File: src/rtl/dsmc_pkg.sv
// Package for the door stepper motion controller: payload structs,
// register indexes, fault and error codes. No dependencies.
`timescale 1ns / 1ps
package dsmc_pkg;

	localparam int unsigned CFG_IDX_BITS = 3;
	localparam int unsigned CFG_DATA_BITS = 16;

	typedef enum logic [CFG_IDX_BITS-1:0] {
		REG_SPEED_MIN     = 3'd0,
		REG_SPEED_MAX     = 3'd1,
		REG_DEFAULT_SPEED = 3'd2,
		REG_RAMP_UP       = 3'd3,
		REG_RAMP_DOWN     = 3'd4,
		REG_TRAVEL_TO     = 3'd5,
		REG_INIT_TO       = 3'd6,
		REG_STANDING_TIME = 3'd7
	} cfg_reg_t;

	typedef enum logic [1:0] {
		ERR_NONE  = 2'd0,
		ERR_CLOSE = 2'd1,
		ERR_OPEN  = 2'd2,
		ERR_INIT  = 2'd3
	} err_code_t;

	localparam int unsigned F_CLOSE_BIT = 0;
	localparam int unsigned F_OPEN_BIT  = 1;
	localparam int unsigned F_INIT_BIT  = 2;

	localparam logic [7:0] SPEED_RESET = 8'd100;
	localparam logic [7:0] DIV_RESET   = 8'd156;

	typedef struct packed {
		logic ms_tick;
		logic closed_limit;
		logic open_limit;
		logic close_button;
		logic open_button;
		logic obstacle;
		logic open_request;
		logic passcode_open;
	} tick_in_t;

	typedef struct packed {
		logic        step_pin;
		logic        dir_pin;
		logic        hold_pin;
		logic        motor_running;
		logic [1:0]  error_code;
		logic [19:0] learned_span;
		logic        homed;
	} tick_out_t;

	typedef struct packed {
		logic [7:0]  speed_min;
		logic [7:0]  speed_max;
		logic [7:0]  default_speed;
		logic [7:0]  ramp_up_interval;
		logic [7:0]  ramp_down_interval;
		logic [15:0] travel_timeout;
		logic [15:0] init_timeout;
		logic [15:0] standing_time;
	} cfg_t;

endpackage

File: src/rtl/door_stepper_motion_controller.sv
// Channel   | valid       | ready       | payload
// in        | in_valid    | in_ready    | in_data  (tick_in_t)
// out       | out_valid   | out_ready   | out_data (tick_out_t)
// cfg       | cfg_valid   | cfg_ready   | cfg_index, cfg_data
//
// One tick per clock: the controller state updates at the cycle the tick is
// accepted and the result lands in the output register the same edge. A
// stalled output register holds in_ready low only while it is full and not
// being taken. Reset returns control state and registers to their defaults
// (speed code 100, divider limit 156).
// Top level of the door controller; depends on dsmc_pkg and dsmc_cfg_regs.
`timescale 1ns / 1ps
module door_stepper_motion_controller #(
	parameter int unsigned STEP_COUNT_BITS = 20,
	parameter int unsigned TIMER_BITS = 16
) (
	input  logic                               clk,
	input  logic                               arst_n,
	input  logic                               in_valid,
	output logic                               in_ready,
	input  dsmc_pkg::tick_in_t                 in_data,
	output logic                               out_valid,
	input  logic                               out_ready,
	output dsmc_pkg::tick_out_t                out_data,
	input  logic                               cfg_valid,
	output logic                               cfg_ready,
	input  logic [dsmc_pkg::CFG_IDX_BITS-1:0]  cfg_index,
	input  logic [dsmc_pkg::CFG_DATA_BITS-1:0] cfg_data
);
	import dsmc_pkg::*;

	localparam int unsigned CB = STEP_COUNT_BITS;
	localparam int unsigned TB = TIMER_BITS;

	cfg_t cfg;
	dsmc_cfg_regs u_cfg (
		.clk(clk), .arst_n(arst_n), .cfg_valid(cfg_valid),
		.cfg_index(cfg_index), .cfg_data(cfg_data), .cfg(cfg)
	);
	assign cfg_ready = 1'b1;

	// state
	logic homed_q, learned_q, mopen_q, mclose_q, run_q, motor_q, cnt_en_q;
	logic span_rd_q, prof_q, pass_q, wopen_q, wclose_q, stand_q, phase_q;
	logic [2:0] fault_q;
	logic [CB-1:0] step_q, open_span_q, reopen_q, cruise_q, accel_q;
	logic [7:0] speed_q, div_lim_q, div_cnt_q, ramp_q;
	logic [TB-1:0] trav_q, home_q, standt_q;
	logic step_lvl_q, dir_q;

	// next state
	logic homed_d, learned_d, mopen_d, mclose_d, run_d, motor_d, cnt_en_d;
	logic span_rd_d, prof_d, pass_d, wopen_d, wclose_d, stand_d, phase_d;
	logic [2:0] fault_d;
	logic [CB-1:0] step_d, open_span_d, reopen_d, cruise_d, accel_d, base, rest;
	logic [CB:0] full;
	logic [7:0] speed_d, div_lim_d, div_cnt_d, ramp_d;
	logic [TB-1:0] trav_d, home_d, standt_d;
	logic step_lvl_d, dir_d;
	logic cl, ol, b1, b2, fir;

	logic accept;
	assign in_ready = !out_valid || out_ready;
	assign accept = in_valid && in_ready;

	function automatic logic [7:0] div_of(input logic [7:0] v, input logic [7:0] mx,
			input logic [7:0] mn);
		logic [7:0] t;
		t = v;
		if (t > mx) t = mx;
		if (t < mn) t = mn;
		return 8'(9'd256 - {1'b0, t});
	endfunction

	always_comb begin
		homed_d = homed_q; learned_d = learned_q; mopen_d = mopen_q; mclose_d = mclose_q;
		run_d = run_q; motor_d = motor_q; cnt_en_d = cnt_en_q; span_rd_d = span_rd_q;
		prof_d = prof_q; pass_d = pass_q; wopen_d = wopen_q; wclose_d = wclose_q;
		stand_d = stand_q; phase_d = phase_q; fault_d = fault_q; step_d = step_q;
		open_span_d = open_span_q; reopen_d = reopen_q; cruise_d = cruise_q;
		accel_d = accel_q; speed_d = speed_q; div_lim_d = div_lim_q;
		div_cnt_d = div_cnt_q; ramp_d = ramp_q; trav_d = trav_q; home_d = home_q;
		standt_d = standt_q; step_lvl_d = step_lvl_q; dir_d = dir_q;
		base = '0; rest = '0; full = '0;
		cl = in_data.closed_limit; ol = in_data.open_limit;
		b1 = in_data.close_button; b2 = in_data.open_button; fir = in_data.obstacle;

		if (in_data.passcode_open) pass_d = 1'b1;

		if (in_data.ms_tick) begin
			trav_d = (trav_q != '0) ? trav_q - 1'b1 : '0;
			home_d = (home_q != '0) ? home_q - 1'b1 : '0;
			standt_d = (standt_q != '0) ? standt_q - 1'b1 : '0;
			ramp_d = (ramp_q != '0) ? ramp_q - 8'd1 : '0;

			// homing
			if (!homed_d) begin
				if (!cl && !motor_d) begin
					mclose_d = 1'b1; mopen_d = 1'b0;
					div_lim_d = div_of(cfg.default_speed, cfg.speed_max, cfg.speed_min);
					dir_d = 1'b0;
					cnt_en_d = 1'b1; motor_d = 1'b1;
					home_d = TB'(cfg.init_timeout);
				end else if (cl) begin
					cnt_en_d = 1'b0; motor_d = 1'b0; step_d = '0;
					mopen_d = 1'b0; mclose_d = 1'b0; homed_d = 1'b1;
				end
				if (motor_d && mclose_d && !cl && home_d == '0) begin
					cnt_en_d = 1'b0; motor_d = 1'b0; step_d = '0; homed_d = 1'b1;
					mclose_d = 1'b0; fault_d[F_INIT_BIT] = 1'b1;
				end
			end

			if (homed_d) begin
				if (open_span_d != '0 && (b2 || in_data.open_request || pass_d) && !run_d) begin
					run_d = 1'b1; mopen_d = 1'b1; step_d = '0; prof_d = 1'b0; pass_d = 1'b0;
				end
				// learning runs
				if (open_span_d == '0 || !learned_d) begin
					if (cl && !span_rd_d) begin
						mclose_d = 1'b0; mopen_d = 1'b1;
						if (!wopen_d) begin
							trav_d = TB'(cfg.travel_timeout); wopen_d = 1'b1;
						end else if (trav_d == '0) begin
							fault_d[F_OPEN_BIT] = 1'b1; wopen_d = 1'b0;
							cnt_en_d = 1'b0; motor_d = 1'b0; run_d = 1'b0;
						end
						div_lim_d = div_of(cfg.default_speed, cfg.speed_max, cfg.speed_min);
						dir_d = 1'b1; cnt_en_d = 1'b1; motor_d = 1'b1;
					end else if (ol && mopen_d && !span_rd_d) begin
						open_span_d = step_d;
						span_rd_d = 1'b1; prof_d = 1'b0; step_d = '0;
						mclose_d = 1'b1; mopen_d = 1'b0;
						div_lim_d = div_of(cfg.default_speed, cfg.speed_max, cfg.speed_min);
						dir_d = 1'b0; cnt_en_d = 1'b1; motor_d = 1'b1;
					end else if (cl && mclose_d && span_rd_d) begin
						cnt_en_d = 1'b0; motor_d = 1'b0;
						mopen_d = 1'b0; mclose_d = 1'b0; learned_d = 1'b1;
					end
				end

				// run control
				if (run_d) begin
					if (mopen_d) begin
						if (!ol) begin
							if (!prof_d && open_span_d != '0) begin
								base = open_span_d;
								cruise_d = base >> 1;
								rest = base - cruise_d;
								accel_d = rest >> 1;
								prof_d = 1'b1;
							end
							cnt_en_d = 1'b1; motor_d = 1'b1; dir_d = 1'b1;
							full = {1'b0, accel_d} + {1'b0, cruise_d};
							if (step_d < accel_d) begin
								if (ramp_d == '0) begin
									speed_d = speed_d + 8'd1; ramp_d = cfg.ramp_up_interval;
								end
								if (speed_d >= cfg.speed_max) speed_d = cfg.speed_max;
							end else if (step_d > accel_d && {1'b0, step_d} < full) begin
								speed_d = cfg.speed_max;
							end else if ({1'b0, step_d} > full) begin
								if (ramp_d == '0) begin
									speed_d = speed_d - 8'd1; ramp_d = cfg.ramp_down_interval;
								end
								if (speed_d <= cfg.speed_min) speed_d = cfg.speed_min;
							end
							div_lim_d = div_of(speed_d, cfg.speed_max, cfg.speed_min);
							if (!wopen_d) begin
								trav_d = TB'(cfg.travel_timeout); wopen_d = 1'b1;
							end else if (trav_d == '0) begin
								fault_d[F_OPEN_BIT] = 1'b1; wopen_d = 1'b0;
								cnt_en_d = 1'b0; motor_d = 1'b0; run_d = 1'b0;
							end
							span_rd_d = 1'b0;
						end else begin
							cnt_en_d = 1'b0; motor_d = 1'b0;
							if (!span_rd_d) begin
								span_rd_d = 1'b1; prof_d = 1'b0; step_d = '0;
							end
							if (!stand_d) begin
								standt_d = TB'(cfg.standing_time); stand_d = 1'b1;
							end else if (standt_d == '0 || b2) begin
								stand_d = 1'b0; mclose_d = 1'b1; mopen_d = 1'b0;
								prof_d = 1'b0; speed_d = cfg.speed_min; step_d = '0;
							end
							wopen_d = 1'b0; wclose_d = 1'b0; trav_d = '0; home_d = '0;
						end
					end else if (mclose_d) begin
						if (fir || b1) begin
							mopen_d = 1'b1; mclose_d = 1'b0;
							cnt_en_d = 1'b0; motor_d = 1'b0;
							if (!span_rd_d) begin
								if (!ol) reopen_d = step_d;
								span_rd_d = 1'b1; prof_d = 1'b0; step_d = '0;
							end
							if (!prof_d && open_span_d != '0) begin
								base = reopen_d;
								cruise_d = base >> 1;
								rest = base - cruise_d;
								accel_d = rest >> 1;
								prof_d = 1'b1;
							end
							speed_d = cfg.speed_min;
							wopen_d = 1'b0; wclose_d = 1'b0; trav_d = '0; home_d = '0;
						end else if (!cl) begin
							if (!prof_d && open_span_d != '0) begin
								base = open_span_d;
								cruise_d = base >> 1;
								rest = base - cruise_d;
								accel_d = rest >> 1;
								prof_d = 1'b1;
							end
							cnt_en_d = 1'b1; motor_d = 1'b1; dir_d = 1'b0;
							full = {1'b0, accel_d} + {1'b0, cruise_d};
							if (step_d < accel_d) begin
								if (ramp_d == '0) begin
									speed_d = speed_d + 8'd1; ramp_d = cfg.ramp_up_interval;
								end
								if (speed_d >= cfg.speed_max) speed_d = cfg.speed_max;
							end else if (step_d > accel_d && {1'b0, step_d} < full) begin
								speed_d = cfg.speed_max;
							end else if ({1'b0, step_d} > full) begin
								if (ramp_d == '0) begin
									speed_d = speed_d - 8'd1; ramp_d = cfg.ramp_down_interval;
								end
								if (speed_d <= cfg.speed_min) speed_d = cfg.speed_min;
							end
							div_lim_d = div_of(speed_d, cfg.speed_max, cfg.speed_min);
							// close timeout runs on the homing timer
							if (!wclose_d) begin
								home_d = TB'(cfg.travel_timeout); wclose_d = 1'b1;
							end else if (home_d == '0) begin
								fault_d[F_CLOSE_BIT] = 1'b1; wclose_d = 1'b0;
								cnt_en_d = 1'b0; motor_d = 1'b0; run_d = 1'b0;
							end
							span_rd_d = 1'b0;
						end else begin
							cnt_en_d = 1'b0; motor_d = 1'b0;
							mclose_d = 1'b0; run_d = 1'b0;
							wopen_d = 1'b0; wclose_d = 1'b0; trav_d = '0; home_d = '0;
						end
					end
				end
			end
		end

		// step pulse generator
		if (motor_d) begin
			div_cnt_d = div_cnt_q + 8'd1;
			if (div_cnt_d > div_lim_d) begin
				div_cnt_d = '0;
				if (phase_q) begin
					step_lvl_d = 1'b1; phase_d = 1'b0;
					if (cnt_en_d) step_d = step_d + 1'b1;
				end else begin
					step_lvl_d = 1'b0; phase_d = 1'b1;
				end
			end
		end
	end

	always_ff @(posedge clk or negedge arst_n) begin
		if (!arst_n) begin
			homed_q <= 1'b0; learned_q <= 1'b0; mopen_q <= 1'b0; mclose_q <= 1'b0;
			run_q <= 1'b0; motor_q <= 1'b0; cnt_en_q <= 1'b0; span_rd_q <= 1'b0;
			prof_q <= 1'b0; pass_q <= 1'b0; wopen_q <= 1'b0; wclose_q <= 1'b0;
			stand_q <= 1'b0; phase_q <= 1'b0; fault_q <= '0; step_q <= '0;
			open_span_q <= '0; reopen_q <= '0; cruise_q <= '0; accel_q <= '0;
			speed_q <= SPEED_RESET; div_lim_q <= DIV_RESET; div_cnt_q <= '0;
			ramp_q <= '0; trav_q <= '0; home_q <= '0; standt_q <= '0;
			step_lvl_q <= 1'b0; dir_q <= 1'b0;
		end else if (accept) begin
			homed_q <= homed_d; learned_q <= learned_d; mopen_q <= mopen_d;
			mclose_q <= mclose_d; run_q <= run_d; motor_q <= motor_d;
			cnt_en_q <= cnt_en_d; span_rd_q <= span_rd_d; prof_q <= prof_d;
			pass_q <= pass_d; wopen_q <= wopen_d; wclose_q <= wclose_d;
			stand_q <= stand_d; phase_q <= phase_d; fault_q <= fault_d;
			step_q <= step_d; open_span_q <= open_span_d; reopen_q <= reopen_d;
			cruise_q <= cruise_d; accel_q <= accel_d; speed_q <= speed_d;
			div_lim_q <= div_lim_d; div_cnt_q <= div_cnt_d; ramp_q <= ramp_d;
			trav_q <= trav_d; home_q <= home_d; standt_q <= standt_d;
			step_lvl_q <= step_lvl_d; dir_q <= dir_d;
		end
	end

	// output register
	tick_out_t res;
	always_comb begin
		res.step_pin = step_lvl_d;
		res.dir_pin = dir_d;
		res.hold_pin = |fault_d;
		res.motor_running = motor_d;
		if (fault_d[F_CLOSE_BIT])     res.error_code = ERR_CLOSE;
		else if (fault_d[F_OPEN_BIT]) res.error_code = ERR_OPEN;
		else if (fault_d[F_INIT_BIT]) res.error_code = ERR_INIT;
		else                          res.error_code = ERR_NONE;
		res.learned_span = 20'(open_span_d);
		res.homed = homed_d;
	end

	tick_out_t out_q;
	logic out_valid_q;
	always_ff @(posedge clk or negedge arst_n) begin
		if (!arst_n) begin
			out_valid_q <= 1'b0;
		end else if (accept) begin
			out_valid_q <= 1'b1;
		end else if (out_ready) begin
			out_valid_q <= 1'b0;
		end
	end
	always_ff @(posedge clk) begin
		if (accept) begin
			out_q <= res;
		end
	end
	assign out_valid = out_valid_q;
	assign out_data = out_q;

endmodule

File: src/rtl/dsmc_cfg_regs.sv
// Configuration register file of the door controller.
// Depends on dsmc_pkg.
`timescale 1ns / 1ps
module dsmc_cfg_regs (
	input  logic                                clk,
	input  logic                                arst_n,
	input  logic                                cfg_valid,
	input  logic [dsmc_pkg::CFG_IDX_BITS-1:0]   cfg_index,
	input  logic [dsmc_pkg::CFG_DATA_BITS-1:0]  cfg_data,
	output dsmc_pkg::cfg_t                      cfg
);
	import dsmc_pkg::*;

	cfg_t cfg_q;

	always_ff @(posedge clk or negedge arst_n) begin
		if (!arst_n) begin
			cfg_q.speed_min          <= 8'd50;
			cfg_q.speed_max          <= 8'd200;
			cfg_q.default_speed      <= 8'd100;
			cfg_q.ramp_up_interval   <= 8'd10;
			cfg_q.ramp_down_interval <= 8'd10;
			cfg_q.travel_timeout     <= 16'd10000;
			cfg_q.init_timeout       <= 16'd10000;
			cfg_q.standing_time      <= 16'd3000;
		end else if (cfg_valid) begin
			unique case (cfg_reg_t'(cfg_index))
				REG_SPEED_MIN:     cfg_q.speed_min          <= cfg_data[7:0];
				REG_SPEED_MAX:     cfg_q.speed_max          <= cfg_data[7:0];
				REG_DEFAULT_SPEED: cfg_q.default_speed      <= cfg_data[7:0];
				REG_RAMP_UP:       cfg_q.ramp_up_interval   <= cfg_data[7:0];
				REG_RAMP_DOWN:     cfg_q.ramp_down_interval <= cfg_data[7:0];
				REG_TRAVEL_TO:     cfg_q.travel_timeout     <= cfg_data;
				REG_INIT_TO:       cfg_q.init_timeout       <= cfg_data;
				REG_STANDING_TIME: cfg_q.standing_time      <= cfg_data;
				default: ;
			endcase
		end
	end

	assign cfg = cfg_q;

endmodule

File: config.mk
export PLATFORM = sky130hd
export DESIGN_NAME = door_stepper_motion_controller
export DESIGN_NICKNAME = d
export VERILOG_FILES = /design/src/rtl/dsmc_pkg.sv /design/src/rtl/door_stepper_motion_controller.sv /design/src/rtl/dsmc_cfg_regs.sv
export SDC_FILE = /design/constraint.sdc
export NUM_CORES = 1
export LEC_CHECK = 0
export CORE_MARGIN = 1.5
export CORE_UTILIZATION = 45
export CTS_CLUSTER_SIZE = 25
export DETAILED_ROUTE_END_ITERATION = 8
export DONT_BUFFER_PORTS = 1
export HOLD_SLACK_MARGIN = 0.03
export MAX_ROUTING_LAYER = met4
export SLEW_MARGIN = 20
export SYNTH_ARGS = -nofsm -noshare
export SYNTH_HDL_FRONTEND = slang
export SYNTH_SLANG_ARGS = --single-unit
export TNS_END_PERCENT = 100
File: constraint.sdc
create_clock -name clk -period 20.8 [get_ports clk]
set_clock_uncertainty 0.2 [all_clocks]
set_input_delay 3.12 -clock clk [delete_from_list [all_inputs] [get_ports clk]]
set_output_delay 3.12 -clock clk [all_outputs]
set_load 0.005 [all_outputs]
==> flow_metrics.py <==
metrics = {
    "cts": {
        "cts_tree": "built",
        "cts_made_buffers": 41,
        "hold_buffers": 0,
        "cts_root_buf": "clkbuf_16",
        "cts_sinks": 315,
        "cts_buffer_depth": 3,
        "path_clk_slew_ns": 0.05,
        "cts_max_level": 2,
        "clk_latency_ns": 0.60,
    },
    "synthesis": {
        "yosysMostFrequentCell": "nand2_1",
        "netlist_top_cells_count": "374 x nand2_1, 341 x o21ai_0, 251 x dfrtp_1, 243 x nor2_1, 227 x a21oi_1",
        "yosys.area.top_type_share_pct": 25.2,
        "ys_seq_area_share_pct": 32.4,
        "syn_area_sq_um": 24900,
        "synthCells": 3052,
        "ys_ff_latch": 315,
        "async_flop_share_pct": 91.4,
        "synth-edff-count": 27,
        "syn-num-nets": 3235,
        "ys_warn_count": 0,
        "avgSynthCellArea_sq_um": 8.16,
        "synthTopCellsByArea": "dfrtp_1 25%, ha_1 7.5%, o21ai_0 6.9%",
        "synth_cell_types": 109,
        "synthFlopType": "dfrtp_1",
        "synth_top_area_cell": "dfrtp_1",
    },
    "sta": {
        "fmax_ghz": 0.0515,
        "setup_viol": 0,
        "finalCriticalPeriod_ns": 19.41,
        "timing.slew.headroom_pct": 25.3,
        "hold_viol": 0,
        "period_share_pct": 93.3,
        "maxSlewViolCount": 0,
        "worst_pin_slew_ns": 1.11,
    },
    "floorplan": {
        "rows": 86,
        "die_x_microns": 238,
        "die_h_microns": 238,
        "die_area_sq_um": 56800,
        "core_sq_um": 54900,
        "initial_utilization_pct": 45.4,
        "num_io_pins": 62,
    },
    "global_routing": {
        "grt.total_usage_pct": 32.3,
        "grt_max_degree": 289,
        "antenna_found_initial": 3,
        "grt_overflow": 0,
        "grt_pass1_wl_mm": 139,
        "grt_pass1_vias": 22600,
    },
    "detailed_routing": {
        "drc": 0,
        "drt_iter0_drc": 2123,
        "routedWlPerCell_microns": 24.0,
        "dr_total_vias": 23500,
        "viasPerCell": 6.30,
        "drt_first_pass_iters": 5,
        "antenna_left": 0,
        "finalWirelength_mm": 89.7,
    },
    "status": {
        "run_status": "finished, final reports clean",
    },
    "min_path": {
        "hold_path_end": "accel_q[14]$_DFFE_PN0P_",
        "hold_path.startpoint": "accel_q[14]$_DFFE_PN0P_",
        "min_path_cells": 2,
        "hold_path_class": "reg2reg",
    },
    "critical_path": {
        "critPathLaunchType": "input pin",
        "critPathSlowestCell": "o211ai_1",
        "worst-r2r-cell-count": 80,
        "cp.arrival_ns": 19.67,
        "crit_buf_inv": 4,
        "rrSetupSlack_ns": 2.15,
        "r2r_end": "step_q[19]$_DFFE_PN0P_",
        "cp_top_family": "compound AO/OA/AOI/OAI gates",
        "cp.required_ns": 21.06,
        "slowest_delay_ns": 0.52,
        "path_common_cell": "a21oi_1",
        "end_kind": "flip-flop",
        "critPathKind": "in2reg",
        "cp_max_fo": 18,
        "rr_startpoint": "home_q[0]$_DFFE_PN0P_",
    },
    "place": {
        "dp_hpwl_mm": 66.9,
        "gp_congestion": 0.979,
        "dp.cells": 3653,
        "portBuffers": 0,
        "dpl_cell_area_sq_um": 25600,
    },
    "pwr": {
        "seqPwrFrac_pct": 25.8,
        "pwr-share-comb_pct": 52.4,
        "clockPowerShare_pct": 21.8,
        "p_per_area_nw_per_um2": 131,
        "intPower_mw": 1.98,
        "p_leak_nw": 11.4,
        "switching_share_pct": 44.4,
        "p_sw_mw": 1.58,
        "peakVddDrop_mv": 0.0838,
    },
    "final_layout": {
        "final_nets": 3178,
        "fin_area_sq_um": 27200,
        "drive_above_1_share_pct": 11.5,
        "regArea_sq_um": 8060,
        "multiInputGateArea_sq_um": 15800,
        "synthToLayoutAreaGrowth_pct": 9.14,
        "n_fill_cell": 5358,
        "stdcell_count": 3737,
    },
    "job": {
        "cap_violations": 0,
    },
}
-- cell type report --
cell class,instances,share of cell area [%]
Tap cell,704,3.24
Inverter,139,1.92
Timing Repair Buffer,63,1.75
Sequential cell,315,29.7
Antenna cell,5,0.0460
Multi-Input combinational cell,2435,58.0
Clock inverter,24,1.30
Clock buffer,52,4.07
-- metrics by stage --
step	setup TNS (ns)	worst slack, ns	hold WS, ns	power (mW)	util [%]
3_5_place_dp	0	0.144	0.270	2.74	46.7
6_report	0	1.39	0.278	3.56	49.5
2_1_floorplan	0	1.33	0.249	2.24	-
4_1_cts	0	0.712	0.283	3.53	49.4
3_3_place_gp	0	0.735	0.260	2.71	46.7
5_1_grt	-0.178	-0.108	0.294	3.81	49.5
-- state kept, by name (all words and copies together) (netlist names), 3 cells and up --
| name | flops |
|---|---|
| u_cfg.cfg | 88 |
| reopen_q | 20 |
| home_q | 16 |
| step_q | 20 |
| trav_q | 16 |
| ramp_q | 8 |
| cruise_q | 20 |
| standt_q | 16 |
| speed_q | 8 |
| div_lim_q | 8 |
| accel_q | 20 |
| fault_q | 3 |
| out_data | 27 |
| div_cnt_q | 8 |
| open_span_q | 20 |
-- logic make-up (layout without fill, tap and decap cells) --
| family | after synthesis | count (layout) | synth area share (%) |
|---|---|---|---|
| compound gates | 984 | 984 | 25.1 |
| xor+xnor | 112 | 112 | 3.94 |
| fa+ha+maj | 152 | 152 | 7.69 |
| buf+inv | 302 | 278 | 4.76 |
| flops | 315 | 315 | 32.4 |
| mux | 142 | 142 | 6.20 |
| other cells | 1 | 6 | 0.0151 |
| simple gates | 1044 | 1044 | 19.9 |
-- power by group through the flow --
| stage | Clock, mW | Combinational [mW] | Sequential, mW |
|---|---|---|---|
| CTS | 0.792 | 1.83 | 0.910 |
| detailed placement | 0 | 1.82 | 0.920 |
| global placement | 0 | 1.80 | 0.916 |
| global route | 0.815 | 2.06 | 0.932 |
| finish | 0.775 | 1.86 | 0.917 |
| floorplan | 0 | 1.39 | 0.847 |
-- cells in the final DEF (no fill, tap or decap), drive strengths merged, types with 52 or more instances in the layout --
master,count
a21oi,232
mux2,96
nand2,376
ha,149
nor3,83
inv,139
o21ai,356
nand3,63
nor2,245
buf,63
clkbuf,52
dfrtp,251
xnor2,71
-- worst max path at each step --
| stage | to | cells after the start | startpoint |
|---|---|---|---|
| floorplan | step_q[16]$_DFFE_PN0P_ | 86 | in_data[6] |
| global placement | step_q[19]$_DFFE_PN0P_ | 82 | in_data[6] |
| detailed placement | step_q[19]$_DFFE_PN0P_ | 78 | in_data[6] |
| CTS | step_q[19]$_DFFE_PN0P_ | 78 | in_data[6] |
| global route | step_q[16]$_DFFE_PN0P_ | 85 | in_data[6] |
| finish | step_q[19]$_DFFE_PN0P_ | 78 | in_data[6] |
-- per-layer routing --
metal	vias to the layer above	track usage [%]	share of wire [%]
met1	11500	42.2	44
met4	0	11.7	3.6
met5	-	-	0
met2	879	51.9	47
li1	11000	-	-
met3	180	3.63	5.8
-- repair_timing --
item | 4_1_cts | 5_1_grt
endpoints found under the hold margin | 0 | 0
setup endpoints to repair | 0 | 18
setup buffers | 0 | 3
resized for setup | 0 | 13
-- worst register-to-register path, delay by kind of cell (launching register included) --
| kind | cells | cell delay (ns) |
|---|---|---|
| AOI/OAI and AO/OA | 35 | 7.66 |
| xor gates and xnor gates | 2 | 0.33 |
| adders and majority gates | 9 | 2.61 |
| buffers and inverters | 5 | 0.87 |
| DFF | 1 | 0.43 |
| muxes | 2 | 0.46 |
| and+or+nand+nor | 27 | 5.92 |
Power figures use the tool's default switching activity.
